[src/design/lsfc_pkg.sv]
// ----------------------------------------------------------------------------
// LIF layer package
// Command and register codes, configuration struct and shared arithmetic.
// ----------------------------------------------------------------------------
package lsfc_pkg;

  localparam int NUM_INPUTS_DEF  = 1024;
  localparam int NUM_NEURONS_DEF = 16;
  localparam int CMDQ_DEPTH      = 4;
  localparam int OP_W            = 3;

  typedef enum logic [2:0] {
    CMD_LOAD_W = 3'd0,
    CMD_LOAD_B = 3'd1,
    CMD_SPIKE  = 3'd2,
    CMD_STEP   = 3'd3,
    CMD_CLEAR  = 3'd4
  } cmd_t;

  typedef enum logic [2:0] {
    CFG_THRESHOLD   = 3'd0,
    CFG_DECAY       = 3'd1,
    CFG_SHIFT       = 3'd2,
    CFG_ACTIVE      = 3'd3,
    CFG_INPUT_COUNT = 3'd4
  } cfg_idx_t;

  typedef enum logic [OP_W-1:0] {
    OP_LOAD_W = 3'd0,
    OP_LOAD_B = 3'd1,
    OP_SPIKE  = 3'd2,
    OP_STEP   = 3'd3,
    OP_CLEAR  = 3'd4
  } op_t;

  typedef struct packed {
    logic [30:0] threshold;
    logic [6:0]  decay_factor;
    logic [4:0]  decay_shift;
    logic [4:0]  active_neurons;
    logic [10:0] input_count;
  } cfg_t;

  function automatic int idx_w(input int n);
    return (n > 1) ? $clog2(n) : 1;
  endfunction

  function automatic logic signed [31:0] sat_to32(input logic signed [39:0] x);
    logic signed [39:0] hi;
    logic signed [39:0] lo;
    hi = 40'sh007FFFFFFF;
    lo = 40'shFF80000000;
    if (x > hi) begin
      return 32'sh7FFFFFFF;
    end
    if (x < lo) begin
      return 32'sh80000000;
    end
    return $signed(x[31:0]);
  endfunction

endpackage

[src/design/lsfc_front.sv]
// ----------------------------------------------------------------------------
// LIF layer request classifier
// Decodes incoming requests, drops unused and out-of-range ones and forms memory addresses.
// ----------------------------------------------------------------------------
module lsfc_front #(
  parameter int NUM_INPUTS  = lsfc_pkg::NUM_INPUTS_DEF,
  parameter int NUM_NEURONS = lsfc_pkg::NUM_NEURONS_DEF
) (
  input  logic                                            in_push,
  input  logic [2:0]                                      in_cmd,
  input  logic [9:0]                                      in_pre_index,
  input  logic [3:0]                                      in_neuron,
  input  logic signed [7:0]                               in_value,
  input  lsfc_pkg::cfg_t                                  cfg,
  input  logic                                            q_full,
  output logic                                            q_push,
  output lsfc_pkg::op_t                                   q_op,
  output logic [$clog2(NUM_INPUTS*NUM_NEURONS)-1:0]       q_addr,
  output logic [lsfc_pkg::idx_w(NUM_NEURONS)-1:0]         q_nidx,
  output logic signed [7:0]                               q_value
);
  import lsfc_pkg::*;

  localparam int WA_W  = $clog2(NUM_INPUTS * NUM_NEURONS);
  localparam int IDX_W = idx_w(NUM_NEURONS);

  logic keep;
  logic pre_ok;
  logic nrn_ok;

  assign pre_ok  = (32'(in_pre_index) < NUM_INPUTS);
  assign nrn_ok  = (32'(in_neuron) < NUM_NEURONS);
  assign q_nidx  = IDX_W'(in_neuron);
  assign q_value = in_value;

  always_comb begin
    keep   = 1'b0;
    q_op   = OP_CLEAR;
    q_addr = WA_W'(32'(in_pre_index) * NUM_NEURONS);
    case (in_cmd)
      CMD_LOAD_W: begin
        q_op   = OP_LOAD_W;
        keep   = pre_ok && nrn_ok;
        q_addr = WA_W'(32'(in_pre_index) * NUM_NEURONS + 32'(in_neuron));
      end
      CMD_LOAD_B: begin
        q_op = OP_LOAD_B;
        keep = nrn_ok;
      end
      CMD_SPIKE: begin
        q_op = OP_SPIKE;
        keep = pre_ok && ({1'b0, in_pre_index} < cfg.input_count);
      end
      CMD_STEP: begin
        q_op = OP_STEP;
        keep = 1'b1;
      end
      CMD_CLEAR: begin
        q_op = OP_CLEAR;
        keep = 1'b1;
      end
      default: begin
        keep = 1'b0;
      end
    endcase
  end

  assign q_push = in_push && !q_full && keep;

endmodule

[config.mk]
export PLATFORM = sky130hd
export DESIGN_NAME = lsfc_front
export DESIGN_NICKNAME = d
export VERILOG_FILES = /design/src/design/lsfc_pkg.sv /design/src/design/lsfc_front.sv
export SDC_FILE = /design/constraint.sdc
export NUM_CORES = 1
export LEC_CHECK = 0
export ABC_AREA = 1
export BUFFER_PORTS_ARGS = -buffer_cell sky130_fd_sc_hd__buf_4
export CORE_MARGIN = 2
export CORE_UTILIZATION = 23
export DETAILED_ROUTE_END_ITERATION = 16
export GPL_TIMING_DRIVEN = 0
export PLACE_DENSITY = 0.81
export SYNTH_ARGS = -nofsm -noshare
export SYNTH_HDL_FRONTEND = slang
export SYNTH_SLANG_ARGS = --single-unit
export TNS_END_PERCENT = 50
[constraint.sdc]
create_clock -name vclk -period 1.2
set_clock_uncertainty 0.05 [all_clocks]
set_input_delay 0.24 -clock vclk [all_inputs]
set_output_delay 0.24 -clock vclk [all_outputs]
set_load 0.02 [all_outputs]
==> reports/metrics.csv, run 1 <==
stage,metric,value,unit
status,status,"complete, but fails checks",
status,violations,setup timing,
global_routing,grt_max_degree,6,
synth,synth.distinct_cells,11,
synth,syn_area_per_cell,5.72,um2
layout,drive_above_1_share,69.5,%
detailed_routing,viasPerCell,3.76,
sta,fin_ws,-0.305,ns
detailed_routing,initialDrtViolationCount,1,
layout,final_nets,251,
layout,register_area,0,um2
synth,yosys_warnings,0,
detailed_routing,wl_per_cell,7.98,um
global_routing,grt_usage,10.0,%
layout,fillCellCount,228,
detailed_routing,drtAntennaViolNets,0,
cts,cts_setup_buffers,0,
worst_setup_path,critPathMaxFanout,2,
sta,drv_slew,0,
worst_setup_path,start_kind,primary input,
detailed_routing,drc,0,
sta,period_minus_slack,1.50,ns
layout,clkbuf_count,0,
sta,hold_violations,0,
floorplanning,ios,116,
floorplanning,coreArea,2210,um2
global_routing,gr-total-overflow,0,
floorplanning,dieWidth,52.4,um
synth,synth.top_cells.by_area,"buf_4 31%, ha_1 21%, inv_1 18%",
synth,synth_area,538,um2
sta,setup_viol,1,
global_routing,grt_pass1_vias,615,
layout,nFlopsAndLatches,0,
sta,slew_headroom,84.0,%
floorplanning,die-area,2740,um2
floorplanning,start_util,24.3,%
power_and_ir_drop,p_leak,0.697,nW
run,maxCapViolations,0,
detailed_routing,routed_wl,1450,um
power_and_ir_drop,peakVddDrop,0.161,mV
layout,multi_input_area,408,um2
sta,clock.fmax,0.664,GHz
sta,rsz0062_at_grt,yes,
floorplanning,core.rowCount,17,
placed_design,io_buffers,60,
synth,yosys.area.top_type,buf_4,
global_routing,antenna_found_initial,0,
power_and_ir_drop,power,438,uW
placed_design,finalWeightedCongestion,0.598,
layout,final_util,53.7,%
synth,syn_nets,189,
placed_design,dp_hpwl,1250,um
worst_setup_path,cp-end-kind,output port,
global_routing,grt_pass1_wl,2240,um
sta,min_period_over_period,125,%
worst_setup_path,worstSetupPathType,in -> out,
synth,ys_seq_area_share,0,%
layout,areaGrowthSynthToFinish,121,%
synth,netlist.area_leader.share,30.7,%
synth,synth_most_common_cell,inv_1,
layout,antennaDiodeCount,0,
floorplanning,die_h,52.4,um
hold_path,hold_path.class,in -> out,
synth,synthCells,94,
cts,ctsHoldBuffers,0,
detailed_routing,dr.pass1.iters,2,
worst_setup_path,critPathArrivalTime,1.21,ns
worst_setup_path,required,0.91,ns
synth,synth_common_cells,"26 x inv_1, 22 x buf_4, 21 x nand2_1",
power_and_ir_drop,power_density,368,nW/um2
sta,tightestPinTransition,0.241,ns
detailed_routing,vias,685,
-- through the flow --
step / setup slack (ns) / TNS (ns) / area (um2) / hold slack (ns) / instances
final: -0.305 / -0.305 / 1190 / 0.627 / 182
after global routing: -0.360 / -0.429 / 1190 / 0.633 / 182
after CTS: -0.360 / -0.360 / 1140 / 0.628 / 182
after detailed placement: -0.396 / -0.396 / 1030 / 0.628 / 182
after global placement: -0.402 / -0.402 / 1030 / 0.627 / 182
after floorplan: -0.165 / -0.165 / 546 / 0.510 / 94
-- final timing paths --
kind    endpoint  depth (start not counted)            start  slack (ns)
max       q_push                         10  in_pre_index[9]       -0.30
min   q_value[2]                          2      in_value[2]        0.63
-- final cells by class --
type	count	area share [%]
plain buffers	23	14.2
inverters	26	8.64
repair buffers	60	39.8
well taps	28	2.95
multi-input cells	45	34.4
-- where the power goes --
part | switching (mW) | internal, mW
sequential | 0 | 0
combinational | 0.195 | 0.243
clock | 0 | 0
total | 0.195 | 0.243
-- cell families after synthesis --
family          Yosys count  synth area share (%)
simple gates             32                  25.1
buf+inv                  49                  49.5
compound gates            4                  4.42
fa+ha+maj                 9                  20.9
-- what timing repair did --
action | in CTS | in global routing
endpoints found under the setup margin | 1 | 3
resized for setup | 16 | 14
pin swaps | 9 | 10
-- metal layers --
layer | track usage, % | up-vias | wire length, um
li1 | - | 368 | -
met1 | 12.6 | 279 | 527
met2 | 19.2 | 38 | 752
met3 | 1.14 | 0 | 172
met4 | 0 | 0 | 0
met5 | 0 | - | 0
-- critical path: stages --
cell and delay [ns]:
buf_8 0.10, ha_4 0.25, inv_2 0.03, nor2_4 0.10, nand2_2 0.06, nor2_1 0.09, nand2_1 0.07, nand3_2 0.09
a21oi_4 0.05, buf_6 0.13
-- cell usage in the layout, fill, tap and decap left out, types with 2 or more instances in the layout --
| master | n |
|---|---|
| a21oi_1 | 2 |
| nand2_1 | 18 |
| buf_4 | 77 |
| buf_6 | 4 |
| nand2_2 | 3 |
| nor2_1 | 7 |
| ha_4 | 9 |
| inv_1 | 18 |
| inv_2 | 6 |
| inv_4 | 2 |
(Power assumes the default switching activity.)
==> run 2, diff against run 1 <==
RECOVER_POWER = 50   (was default)
==> run 2 against run 1 <==
  * The run still ends with setup timing left
  * Worst setup slack barely moved
  * Global-route usage did not move
  * Non-clock buffer count unchanged
  * First-iteration DRC count unchanged
  * Critical path type unchanged
  * Cell area down 4.1%
  * Via count is 0.29% higher
  * Power decreased by 4.5%
  * Sequential cell count unchanged
  * Sequential share of layout area did not move
  * Hold slack improved by 0.062 ns
  * Combinational power down 4.6%
  * Count of clock-buffer cells in the layout stayed put
==> reports/metrics.csv, run 2 (synthesis gave the netlist of run 1 again) <==
stage,metric,value,unit,change
layout,register_area,0,um2,unchanged
layout,drive_above_1_share,61.0,%,-8.4 points
detailed_routing,routed_wl,1440,um,-0.69%
floorplanning,die_h,52.4,um,unchanged
placed_design,place_area,1030,um2,unchanged
sta,slew_headroom,80.6,%,-3.4 points
global_routing,gr-total-overflow,0,,unchanged
detailed_routing,wl_met2,747,um,-0.66%
floorplanning,ios,116,,unchanged
worst_setup_path,critPathArrivalTime,1.21,ns,about the same
layout,areaGrowthSynthToFinish,112,%,
worst_setup_path,crit_chain,buf_8 -> ha_4 -> inv_2 -> nor2_4 -> nand2_2 -> nor2_1 -> nand2_1 -> nand3_2 -> a21oi_4 -> buf_6,,
detailed_routing,viasPerCell,3.77,,+0.29%
power_and_ir_drop,p_leak,0.650,nW,-6.8%
run,maxCapViolations,0,,unchanged
detailed_routing,wl_met3,161,um,-6.4%
sta,tns,-0.305,ns,+0.0000660 ns
layout,fillCellCount,243,,+6.6%
worst_setup_path,start_kind,primary input,,
placed_design,dp_hpwl,1250,um,unchanged
status,violations,setup timing,,
sta,clock.fmax,0.665,GHz,about the same
global_routing,grt_max_degree,6,,unchanged
layout,most-common-layout-cells,"64 x buf_4, 18 x inv_1, 18 x nand2_1",,
worst_setup_path,cp-end-kind,output port,,
worst_setup_path,max_stage_delay,0.25,ns,about the same
detailed_routing,maxUsedRoutingLayer,met3,,
sta,drv_slew,0,,unchanged
detailed_routing,drc,0,,unchanged
layout,nFlopsAndLatches,0,,unchanged
sta,hold_violations,0,,unchanged
sta,setup_viol,1,,unchanged
global_routing,grt_pass1_wl,2240,um,unchanged
sta,period_minus_slack,1.50,ns,-0.0000660 ns
floorplanning,coreArea,2210,um2,unchanged
placed_design,io_buffers,60,,unchanged
placed_design,pre_cts_ws,-0.396,ns,unchanged
floorplanning,die-area,2740,um2,unchanged
detailed_routing,drtAntennaViolNets,0,,unchanged
hold_path,hold_path.class,in -> out,,
global_routing,grt_usage,10.0,%,unchanged
floorplanning,dieWidth,52.4,um,unchanged
layout,final_nets,251,,unchanged
sta,fin_ws,-0.305,ns,+0.0000660 ns
worst_setup_path,worstSetupPathType,in -> out,,
worst_setup_path,slowest_stage,ha_4,,
global_routing,grt_pass1_vias,615,,unchanged
layout,final_common_cell,buf_4,,
cts,ctsHoldBuffers,0,,unchanged
layout,clkbuf_count,0,,unchanged
cts,cts_setup_buffers,0,,unchanged
status,status,"complete, but fails checks",,
detailed_routing,vias,687,,+0.29%
worst_setup_path,required,0.91,ns,about the same
detailed_routing,wl_met1,534,um,+1.3%
layout,design_area,1140,um2,-4.1%
detailed_routing,dr.pass1.iters,2,,unchanged
power_and_ir_drop,power_density,367,nW/um2,-0.38%
floorplanning,start_util,24.3,%,unchanged
layout,antennaDiodeCount,0,,unchanged
sta,tightestPinTransition,0.292,ns,+0.0520 ns
placed_design,finalWeightedCongestion,0.598,,unchanged
global_routing,antenna_found_initial,0,,unchanged
sta,rsz0062_at_grt,yes,,
sta,min_period_over_period,125,%,about the same
worst_setup_path,critPathMaxFanout,2,,unchanged
detailed_routing,wl_per_cell,7.92,um,-0.69%
floorplanning,core.rowCount,17,,unchanged
detailed_routing,initialDrtViolationCount,1,,unchanged
power_and_ir_drop,peakVddDrop,0.151,mV,-6.4%
run 2: through the flow:
stage	power, mW	cells	utilization, %	hold slack, ns
after floorplan	0.208	94	-	0.510
after global placement	0.373	182	46.6	0.627
after detailed placement	0.378	182	46.6	0.628
after CTS	0.416	182	51.4	0.628
after global routing	0.463	182	51.5	0.695
final	0.418	182	51.5	0.689
run 2: worst paths after layout:
path | startpoint | cells past startpoint | slack, ns | to
min | in_value[7] | 2 | 0.69 | q_value[7]
max | in_pre_index[9] | 10 | -0.30 | q_push
run 2: area by class of cell:
class	count	area, um2	share of cell area [%]
timing repair buffer	60	424	37.3
multi-input combinational	45	408	35.8
buffer	23	169	14.8
inverter	26	103	9.01
tap	28	35.0	3.08
run 2: layer usage:
metal | up-vias | GRT usage, %
li1 | 368 | -
met4 | 0 | 0
met1 | 281 | 12.6
met3 | 0 | 1.14
met5 | - | 0
met2 | 38 | 19.2
run 2: what timing repair did:
item | in CTS | in global routing
setup endpoints to repair | 1 | 3
hold endpoints to repair | 0 | 0
pin swaps | 9 | 10
resized for setup | 16 | 14
gates cloned | 0 | 0
run 2: critical path: cells and delay by family:
family | cells | cell delay (ns)
fa+ha+maj | 1 | 0.25
buf+inv | 3 | 0.26
compound gates | 1 | 0.05
simple gates | 5 | 0.41
run 2: report_power, final:
| part | switching, mW | internal [mW] | leakage [nW] |
|---|---|---|---|
| clock | 0 | 0 | 0 |
| combinational | 0.194 | 0.224 | 0.650 |
| sequential | 0 | 0 | 0 |
| total | 0.194 | 0.224 | 0.650 |
