==> src/design/lsfc_cmdq.sv <==
// ----------------------------------------------------------------------------
// LIF layer request queue
// Small register FIFO between the request classifier and the execution unit.
// ----------------------------------------------------------------------------
module lsfc_cmdq #(
  parameter int WIDTH = 8,
  parameter int DEPTH = 4
) (
  input  logic             clk,
  input  logic             rst_n,
  input  logic             push,
  input  logic [WIDTH-1:0] din,
  output logic             full,
  input  logic             pop,
  output logic [WIDTH-1:0] dout,
  output logic             empty
);
  localparam int PTR_W = (DEPTH > 1) ? $clog2(DEPTH) : 1;
  localparam int CNT_W = $clog2(DEPTH + 1);

  logic [WIDTH-1:0] mem_r [DEPTH];
  logic [PTR_W-1:0] wr_ptr_r, wr_ptr_nxt;
  logic [PTR_W-1:0] rd_ptr_r, rd_ptr_nxt;
  logic [CNT_W-1:0] cnt_r, cnt_nxt;
  logic             do_push;
  logic             do_pop;

  assign full    = (cnt_r == CNT_W'(DEPTH));
  assign empty   = (cnt_r == '0);
  assign do_push = push && !full;
  assign do_pop  = pop && !empty;
  assign dout    = mem_r[rd_ptr_r];

  always_comb begin
    wr_ptr_nxt = wr_ptr_r;
    rd_ptr_nxt = rd_ptr_r;
    cnt_nxt    = cnt_r;
    if (do_push) begin
      wr_ptr_nxt = (wr_ptr_r == PTR_W'(DEPTH - 1)) ? '0 : wr_ptr_r + 1'b1;
    end
    if (do_pop) begin
      rd_ptr_nxt = (rd_ptr_r == PTR_W'(DEPTH - 1)) ? '0 : rd_ptr_r + 1'b1;
    end
    if (do_push && !do_pop) begin
      cnt_nxt = cnt_r + 1'b1;
    end else if (do_pop && !do_push) begin
      cnt_nxt = cnt_r - 1'b1;
    end
  end

  always_ff @(posedge clk) begin
    if (!rst_n) begin
      wr_ptr_r <= '0;
      rd_ptr_r <= '0;
      cnt_r    <= '0;
    end else begin
      wr_ptr_r <= wr_ptr_nxt;
      rd_ptr_r <= rd_ptr_nxt;
      cnt_r    <= cnt_nxt;
    end
  end

  always_ff @(posedge clk) begin
    if (do_push) begin
      mem_r[wr_ptr_r] <= din;
    end
  end

endmodule

==> config.mk <==
export PLATFORM = sky130hd
export DESIGN_NAME = lsfc_cmdq
export DESIGN_NICKNAME = d
export VERILOG_FILES = /design/src/design/lsfc_cmdq.sv
export SDC_FILE = /design/constraint.sdc
export NUM_CORES = 1
export LEC_CHECK = 0
export ABC_AREA = 1
export BUFFER_PORTS_ARGS = -buffer_cell sky130_fd_sc_hd__buf_4
export CAP_MARGIN = 20
export CORE_MARGIN = 2
export CORE_UTILIZATION = 50
export DETAILED_ROUTE_END_ITERATION = 8
export PLACE_DENSITY = 0.79
export SYNTH_ARGS = -nofsm -noshare
export SYNTH_HDL_FRONTEND = slang
export SYNTH_SLANG_ARGS = --single-unit
==> constraint.sdc <==
create_clock -name clk -period 1.7 [get_ports clk]
set_input_delay 0.085 -clock clk [delete_from_list [all_inputs] [get_ports clk]]
set_output_delay 0.085 -clock clk [all_outputs]
set_load 0.1 [all_outputs]
==> results.json, run 1 <==
{
  "outcome": "finished, final reports clean",
  "slew_headroom_pct": 83.06,
  "num_vias": 1163,
  "clock.fmax_mhz": 602.1,
  "ys_ff_latch": 41,
  "syn_nets": 167,
  "final-hold-violation-count": 0,
  "row_count": 21,
  "area_growth_pct": 31.41,
  "hold_start": "push",
  "core_area_mm2": 0.003284,
  "maxSlewViolCount": 0,
  "yosys.area.top_type": "edfxtp_1",
  "met1_usage_pct": 18.87,
  "crit_fanout": 2,
  "fin_crit_sh_pct": 97.70,
  "grt-ovfl-total": 0,
  "clk_latency_ns": 0.34,
  "io_pins": 22,
  "crit_arrival_ns": 1.91,
  "grt.met2_usage_pct": 32.34,
  "dieArea_mm2": 0.003867,
  "dp.final_hpwl_um": 2181,
  "n_fill_cell": 253,
  "clock-sinks": 41,
  "setup_viol": 0,
  "tritoncts": "yes",
  "drt-total-wl_um": 3162,
  "grt-busiest-layer": "met2",
  "final_net_count": 213,
  "synth_warnings": 0,
  "grt_pass1_wl_um": 5023,
  "ys_seq_area_share_pct": 67.41,
  "grt_start_max_net_pins": 17,
  "path_clk_slew_ns": 0.11,
  "postLayoutCoreUtil_pct": 67.73,
  "worst_ep_required_time_ns": 1.95,
  "layout-drive-gt1-share_pct": 30.77,
  "dieWidth_um": 62.19,
  "die_y_um": 62.19,
  "tightest_slew_ns": 0.2515,
  "drc": 0,
  "met3_usage_pct": 4.348,
  "drt-pass1-iter-count": 4,
  "synth.avg_cell_area_um2": 11.44,
  "criticalPathCategory": "register to register",
  "fin_crit_ns": 1.661,
  "ant_nets": 0,
  "synthTopCellsByArea": "edfxtp_1, dfxtp_1, nor2_1, ha_1, o21ai_0",
  "ctsRootBufferMaster": "clkbuf_4",
  "r2r_slack_ns": 0.04,
  "antenna_cells": 0,
  "grt_antenna_before_repair": 0,
  "clk_path_buf_depth": 2,
  "place.gp.congestion": 0.7305,
  "synth_top_cell_area_share_pct": 56.76,
  "endpoint_kind": "register",
  "numCtsBuffers": 5,
  "htreeDepth": 2,
  "skew_ns": 0.008271,
  "r2r_cells": 13,
  "reg2reg_from": "cnt_r[0]",
  "rsz0062_at_grt": "yes",
  "hold_class": "input pin to register",
  "initial_core_util_pct": 51.54,
  "cp-start-kind": "register",
  "drv_cap": 0,
  "track_usage_pct": 17.23,
  "grt_pass1_vias": 1157,
  "r2r_end": "cnt_r[2]",
  "io_buffers": 21,
  "layout_common_cells": "nor2_1, edfxtp_1, buf_4, inv_1, nand2_1",
  "synthCells": 148,
  "netlist_area_mm2": 0.001693,
  "hold_end": "wr_ptr_r[1]",
  "synth.distinct_cells": 18,
  "wl_per_cell_um": 13.12,
  "worstHoldPathCells": 3,
  "vias_per_cell": 4.826,
  "drtIter0Drc": 22
}
==> timing repair <==
item | in CTS | in global routing
buffers inserted | 1 | 0
resized for setup | 12 | 13
pin swaps | 1 | 0
endpoints found under the hold margin | 33 | 0
gates cloned | 0 | 0
setup endpoints to repair | 10 | 10
hold buffers | 9 | 0
==> cells by family (layout without fill, tap and decap cells) <==
kind of cell	Yosys count	in the layout	share of synthesized area (%)
compound gates	28	28	9.535
fa+ha+maj	7	7	5.617
buf+inv	21	68	5.543
flops	41	41	67.41
simple gates	51	51	11.90
==> cells in the mapped netlist <==
master	instances
a21oi_1	2
buf_6	2
dfxtp_1	9
edfxtp_1	32
fa_1	1
ha_1	6
inv_1	18
inv_2	1
nand2_1	14
nand2_2	1
nand3_1	1
nand3b_1	1
nand4_1	1
nor2_1	33
o21ai_0	14
o21ai_1	1
o21ai_2	3
o22ai_1	8
==> routing by layer <==
layer,vias to the layer above,part of all wire [%]
li1,595,-
met1,537,41
met2,26,54
met3,5,4.0
met4,0,1.0
met5,-,0
==> registers in the layout, indices dropped and copies added, names as in the netlist, named ones only <==
name	flops
cnt_r	3
mem_r	32
wr_ptr_r	2
rd_ptr_r	2
==> worst max-delay path, stage by stage (launching register included) <==
cell	delay [ns]
dfxtp_1	0.37
nor2_2	0.05
nand2_1	0.10
nand2_2	0.07
inv_1	0.06
ha_2	0.19
inv_2	0.05
fa_2	0.33
inv_1	0.07
nand2_1	0.08
nand3_1	0.07
nand2_1	0.05
inv_1	0.05
nor2_1	0.04
==> cell type report <==
cell class | count | area (um2) | share of cell area, %
Clock buffer | 7 | 66.31 | 2.981
Clock inverter | 1 | 5.005 | 0.2250
Inverter | 19 | 73.82 | 3.318
Multi-Input combinational cell | 86 | 518.0 | 23.28
Sequential cell | 41 | 1144 | 51.41
Tap cell | 46 | 57.56 | 2.587
Timing Repair Buffer | 41 | 360.3 | 16.20
==> stage by stage <==
| stage | hold slack [ns] | TNS [ns] | worst slack (ns) | instances | instance area (um2) |
|---|---|---|---|---|---|
| floorplan | 0.1839 | 0 | 0.009895 | 148 | 1743 |
| global placement | 0.2840 | 0 | 0.06857 | 223 | 2011 |
| detailed placement | 0.2903 | -0.07907 | -0.05371 | 223 | 2011 |
| CTS | 0.01335 | 0 | 0.01419 | 241 | 2213 |
| global route | 0.04699 | -0.06236 | -0.05869 | 241 | 2225 |
| finish | 0.02401 | 0 | 0.03905 | 241 | 2225 |
==> worst max-delay path by stage <==
| stage | startpoint | depth (start not counted) | slack (ns) | end |
|---|---|---|---|---|
| 2_1_floorplan | cnt_r[1] | 9 | 0.01 | cnt_r[1] |
| 5_1_grt | cnt_r[0] | 13 | -0.06 | cnt_r[2] |
| 3_5_place_dp | cnt_r[1] | 9 | -0.05 | cnt_r[1] |
| 4_1_cts | register | 5 | 0.01 | dout[3] |
| 6_report | cnt_r[0] | 13 | 0.04 | cnt_r[2] |
| 3_3_place_gp | cnt_r[1] | 9 | 0.07 | cnt_r[1] |
Power of run 1 is not shown: default switching activity piles up to over one toggle a cycle in this logic, so the estimate is an artifact.
==> inputs of run 2 (changes only) <==
==> constraint.sdc (replaced) <==
create_clock -name clk -period 1.7 [get_ports clk]
set_input_delay 0 -clock clk [delete_from_list [all_inputs] [get_ports clk]]
set_output_delay 0 -clock clk [all_outputs]
set_load 0.1 [all_outputs]
==> results.json, run 2 (synthesis results as in run 1) <==
{
  "cp-startpoint": "cnt_r[2]",
  "crit_fanout": 3,
  "r2r_cells": 8,
  "n_fill_cell": 241,
  "endpoint_kind": "register",
  "die_y_um": 62.19,
  "io_buffers": 21,
  "outcome": "finished, final reports clean",
  "final_net_count": 215,
  "ctsRootBufferMaster": "clkbuf_4",
  "regArea_mm2": 0.001147,
  "setup_viol": 0,
  "tightest_slew_ns": 0.3741,
  "dieArea_mm2": 0.003867,
  "crit_arrival_ns": 1.90,
  "regMostFlops": "mem_r",
  "hold_class": "input pin to register",
  "numCtsBuffers": 5,
  "r2r_end": "cnt_r[1]",
  "reg2reg_from": "cnt_r[2]",
  "top_regs": "mem_r: 32 flops, cnt_r: 3 flops",
  "fin_crit_ns": 1.658,
  "num_vias": 1204,
  "drtIter0Drc": 32,
  "path_clk_slew_ns": 0.11,
  "hold_end": "cnt_r[0]",
  "grt_start_max_net_pins": 17,
  "worst_ep_required_time_ns": 1.94,
  "initial_core_util_pct": 51.54,
  "hold_start": "pop",
  "fin_crit_sh_pct": 97.55,
  "clk_path_buf_depth": 2,
  "area_growth_pct": 31.56,
  "slew_headroom_pct": 75.02,
  "drt-pass1-iter-count": 4,
  "criticalPathCategory": "register to register",
  "r2r_slack_ns": 0.04,
  "holdWs_ns": 0.09768,
  "maxSlewViolCount": 0,
  "htreeDepth": 2,
  "cp-start-kind": "register",
  "rsz0062_at_grt": "yes",
  "track_usage_pct": 17.78,
  "drt-total-wl_um": 3314,
  "worstHoldPathCells": 4,
  "layout-drive-gt1-share_pct": 35.03,
  "antenna_cells": 0,
  "layout_common_cells": "nor2_1, buf_4, edfxtp_1, inv_1, o21ai_0",
  "place.gp.congestion": 0.7209,
  "tritoncts": "yes",
  "drv_cap": 0,
  "grt_antenna_before_repair": 0,
  "drc": 0,
  "core_area_mm2": 0.003284,
  "vias_per_cell": 4.955,
  "skew_ns": 0.01612,
  "dieWidth_um": 62.19,
  "ant_nets": 0,
  "clock.fmax_mhz": 603.0,
  "row_count": 21,
  "clk_latency_ns": 0.33,
  "clock-sinks": 41,
  "grt_pass1_vias": 1227,
  "grt-ovfl-total": 0,
  "multiInputGateArea_um2": 548.0,
  "wl_per_cell_um": 13.64,
  "grt_pass1_wl_um": 5230,
  "io_pins": 22,
  "finalSetupTns_ns": 0,
  "final-hold-violation-count": 0,
  "dp.final_hpwl_um": 2224,
  "largest_reg_flops": 32
}
==> run 2: cell types whose count changed in the layout (fill, tap and decap cells not counted), sizes merged <==
cell	before	now
clkbuf	7	6
dlygate4sd3	9	10
buf	32	33
clkinv	1	2
==> run 2: worst max-delay path, stage by stage, from the launching register on <==
cell and delay [ns]:
dfxtp_1 0.42, inv_1 0.09, nand2_2 0.10, nand2_2 0.08, ha_4 0.17, inv_2 0.07, fa_2 0.43, o21ai_1 0.14
nor2_1 0.06
==> run 2: timing repair <==
item                       4_1_cts  5_1_grt
hold endpoints to repair        41        0
hold buffers                    10        0
setup endpoints to repair        4        8
resized for setup                5       16
buffers inserted                 1        2
pin swaps                        0        6
gates cloned                     0        0
==> run 2: layout make-up <==
cell class,count,area share (%)
clock inverter,2,0.4494
inverter,19,3.202
clock buffer,6,1.854
sequential,41,51.52
multi-input combinational,86,24.61
timing repair buffer,43,15.79
tap,46,2.584
==> run 2: worst max path at each step <==
stage	end	slack, ns	cells past startpoint
after floorplan	cnt_r[1]	0.01	9
after global placement	cnt_r[1]	0.07	9
after detailed placement	cnt_r[2]	-0.07	12
after CTS	dout[1]	0.004	4
after global routing	cnt_r[1]	-0.03	8
final	cnt_r[1]	0.04	8
==> run 2: stage by stage <==
| step | worst slack, ns | instances | util [%] | instance area [um2] |
|---|---|---|---|---|
| after global placement | 0.06924 | 222 | 60.99 | 2003 |
| after floorplan | 0.009895 | 148 | - | 1743 |
| after CTS | 0.003758 | 241 | 66.13 | 2172 |
| after global routing | -0.02893 | 243 | 67.81 | 2227 |
| final | 0.04158 | 243 | 67.81 | 2227 |
| after detailed placement | -0.07166 | 222 | 60.99 | 2003 |
==> run 2: routing by layer <==
layer,global-route usage (%),vias to the layer above,part of all wire [%]
met2,35.19,29,57
met3,4.891,2,4.1
li1,-,597,-
met5,0,-,0
met4,5.000,0,0.36
met1,17.99,576,38
Power of run 2 is left out for the same reason.
==> inputs of run 3 (changes only) <==
--- a/config.mk
+++ b/config.mk
@@ -5,13 +5,12 @@
 export SDC_FILE = /design/constraint.sdc
 export NUM_CORES = 1
 export LEC_CHECK = 0
-export ABC_AREA = 1
 export BUFFER_PORTS_ARGS = -buffer_cell sky130_fd_sc_hd__buf_4
 export CAP_MARGIN = 20
 export CORE_MARGIN = 2
 export CORE_UTILIZATION = 50
 export DETAILED_ROUTE_END_ITERATION = 8
-export PLACE_DENSITY = 0.79
+export PLACE_DENSITY = 0.8
 export SYNTH_ARGS = -nofsm -noshare
 export SYNTH_HDL_FRONTEND = slang
 export SYNTH_SLANG_ARGS = --single-unit
==> results.json, run 3 <==
{
  "outcome": "finished, violations left",
  "violations": "setup timing",
  "crit_slowest_cell": "dfxtp_2",
  "crit_chain": "o31ai_4 > buf_6 > ha_4 > inv_2 > fa_2 > xor2_1 > or3_1 > a21boi_1",
  "synth.avg_cell_area_um2": 17.53,
  "clock-sinks": 41,
  "wl_per_cell_um": 15.44,
  "antenna_cells": 0,
  "rsz0062_at_grt": "yes",
  "p_leak_nw": 0.8247,
  "drt-total-wl_um": 2871,
  "ys.flop_type": "edfxtp_1",
  "p_int_mw": 2.259,
  "design_area_mm2": 0.002206,
  "skew_ns": 0.01130,
  "track_usage_pct": 18.09,
  "io_pins": 22,
  "drt-pass1-iter-count": 4,
  "drtIter0Drc": 13,
  "grt_pass1_wl_um": 4491,
  "place_ws_ns": -0.2565,
  "dpl-instance-area_mm2": 0.001941,
  "top_regs": "mem_r: 32 flops, cnt_r: 3 flops",
  "n_fill_cell": 190,
  "syn_nets": 112,
  "clk_path_buf_depth": 2,
  "tritoncts": "yes",
  "clock.fmax_mhz": 523.1,
  "grt_start_max_net_pins": 14,
  "r2r_slack_ns": -0.21,
  "drc": 0,
  "ctsRootBufferMaster": "clkbuf_4",
  "power_density_mw_per_mm2": 1740,
  "place.gp.congestion": 0.7850,
  "switchingPower_mw": 1.580,
  "ys_ff_latch": 41,
  "grt_pass1_vias": 1010,
  "synth_edf_count": 32,
  "maxSlewViolCount": 0,
  "cpLargestDelayFamily": "adder cells",
  "crit_fanout": 3,
  "initial_core_util_pct": 52.97,
  "core_area_mm2": 0.003078,
  "p_clk_share_pct": 16.9,
  "clk_latency_ns": 0.35,
  "endpoint": "cnt_r[2]",
  "setup_ws_ns": -0.2115,
  "synth.distinct_cells": 23,
  "num_vias": 933,
  "p_comb_share_pct": 47.9,
  "cp-start-kind": "register",
  "criticalPathCategory": "register to register",
  "path_clk_slew_ns": 0.11,
  "hold_class": "input pin to register",
  "synth_top_cell_area_share_pct": 58.94,
  "tightest_slew_ns": 0.4100,
  "layout_commonest_cell": "edfxtp_1",
  "die_y_um": 61.10,
  "synthArstFlopShare_pct": 0,
  "area_growth_pct": 35.30,
  "switching_share_pct": 41.16,
  "slew_headroom_pct": 72.63,
  "final-hold-violation-count": 0,
  "reg2reg_from": "cnt_r[2]",
  "sequentialPowerShare_pct": 35.2,
  "drv_cap": 0,
  "dieArea_mm2": 0.003733,
  "r2r_end": "cnt_r[2]",
  "fin_crit_sh_pct": 112.4,
  "layout_common_cells": "edfxtp_1, buf_4, buf_6, dlygate4sd3_1, mux4_2",
  "synth_warnings": 0,
  "layout-drive-gt1-share_pct": 45.77,
  "cp_num_cells": 8,
  "path_buf_inv": 2,
  "row_count": 20,
  "ant_nets": 0,
  "ys_seq_area_share_pct": 69.99,
  "io_buffers": 21,
  "htreeDepth": 2,
  "synthCells": 93,
  "cp-startpoint": "cnt_r[2]",
  "vias_per_cell": 5.016,
  "synthTopCellsByArea": "edfxtp_1, dfxtp_1, mux4_2, ha_1, and2_1",
  "irDropWorstVdd_uv": 1098,
  "largest_reg_flops": 32,
  "synth.most_common_cell": "edfxtp_1",
  "setup_viol": 1,
  "r2r_cells": 8,
  "synth.top_cells.by_count": "edfxtp_1, dfxtp_1, mux4_2, ha_1, nand2_1",
  "crit_arrival_ns": 2.20,
  "slowest_delay_ns": 0.36,
  "dp.final_hpwl_um": 1816,
  "grt-ovfl-total": 0,
  "dieWidth_um": 61.10,
  "final_net_count": 160,
  "numCtsBuffers": 5,
  "endpoint_kind": "register",
  "regMostFlops": "mem_r",
  "netlist_area_mm2": 0.001630,
  "worst_ep_required_time_ns": 1.99,
  "grt_antenna_before_repair": 0,
  "fin_crit_ns": 1.912,
  "yosys.area.top_type": "edfxtp_1",
  "holdWs_ns": 0.2490
}
## run 3: cell type report
class	count	area, um2	area share, %
clock buffer	6	51.30	2.326
clock inverter	2	37.54	1.702
inverter	3	11.26	0.5105
multi-input combinational	45	503.0	22.80
sequential	41	1150	52.13
tap	44	55.05	2.496
timing repair buffer	45	397.9	18.04
## run 3: power groups by stage
stage               Clock (mW)  Combinational, mW  Sequential, mW
floorplan                    0               1.28            1.33
finish                   0.651               1.84            1.35
detailed placement           0               1.68            1.36
global placement             0               1.66            1.34
CTS                      0.666               1.75            1.34
global route             0.707               1.94            1.36
## run 3: cell families after synthesis
kind of cell / share of synthesized area [%]
compound gates: 1.842
buf+inv: 1.765
xor+xnor: 1.075
mux: 12.89
flops: 69.99
fa+ha+maj: 5.833
simple gates: 6.600
## run 3: worst min path at each step
| stage | from | to | slack (ns) | depth (start not counted) |
|---|---|---|---|---|
| finish | pop | cnt_r[2] | 0.25 | 6 |
| global route | pop | cnt_r[2] | 0.23 | 6 |
| CTS | push | wr_ptr_r[0] | 0.18 | 4 |
| detailed placement | din[4] | mem_r[3][4] | 0.21 | 1 |
| global placement | din[0] | mem_r[1][0] | 0.20 | 1 |
| floorplan | din[0] | mem_r[0][0] | 0.1 | 0 |
## run 3: repair_timing
action / 4_1_cts / 5_1_grt
buffers inserted: 2 / 2
pin swaps: 3 / 1
hold endpoints to repair: 39 / 0
setup endpoints to repair: 3 / 10
hold buffers: 9 / 0
gates resized for setup: 4 / 10
## run 3: per-stage QoR
stage / setup TNS (ns) / total power [mW] / instances / utilization (%)
detailed placement: -0.2565 / 3.034 / 165 / 63.05
global placement: -0.1868 / 2.998 / 165 / 63.05
finish: -0.2115 / 3.839 / 186 / 71.67
global route: -0.3414 / 4.017 / 186 / 71.67
floorplan: -12.64 / 2.611 / 93 / -
CTS: -0.2072 / 3.748 / 184 / 69.80
## run 3: layer usage
layer	global-route usage, %	part of all wire, %	vias up
li1	-	-	443
met1	18.80	39	453
met2	31.31	52	27
met3	7.143	4.8	10
met4	9.627	3.4	0
met5	0	0	-
## run 3: worst reg2reg max path: stages (launching register included)
cell and delay [ns]:
dfxtp_2 0.36, o31ai_4 0.26, buf_6 0.14, ha_4 0.13
inv_2 0.03, fa_2 0.33, xor2_1 0.16, or3_1 0.31
a21boi_1 0.12
Note: power is estimated with default switching activity, not from simulation.
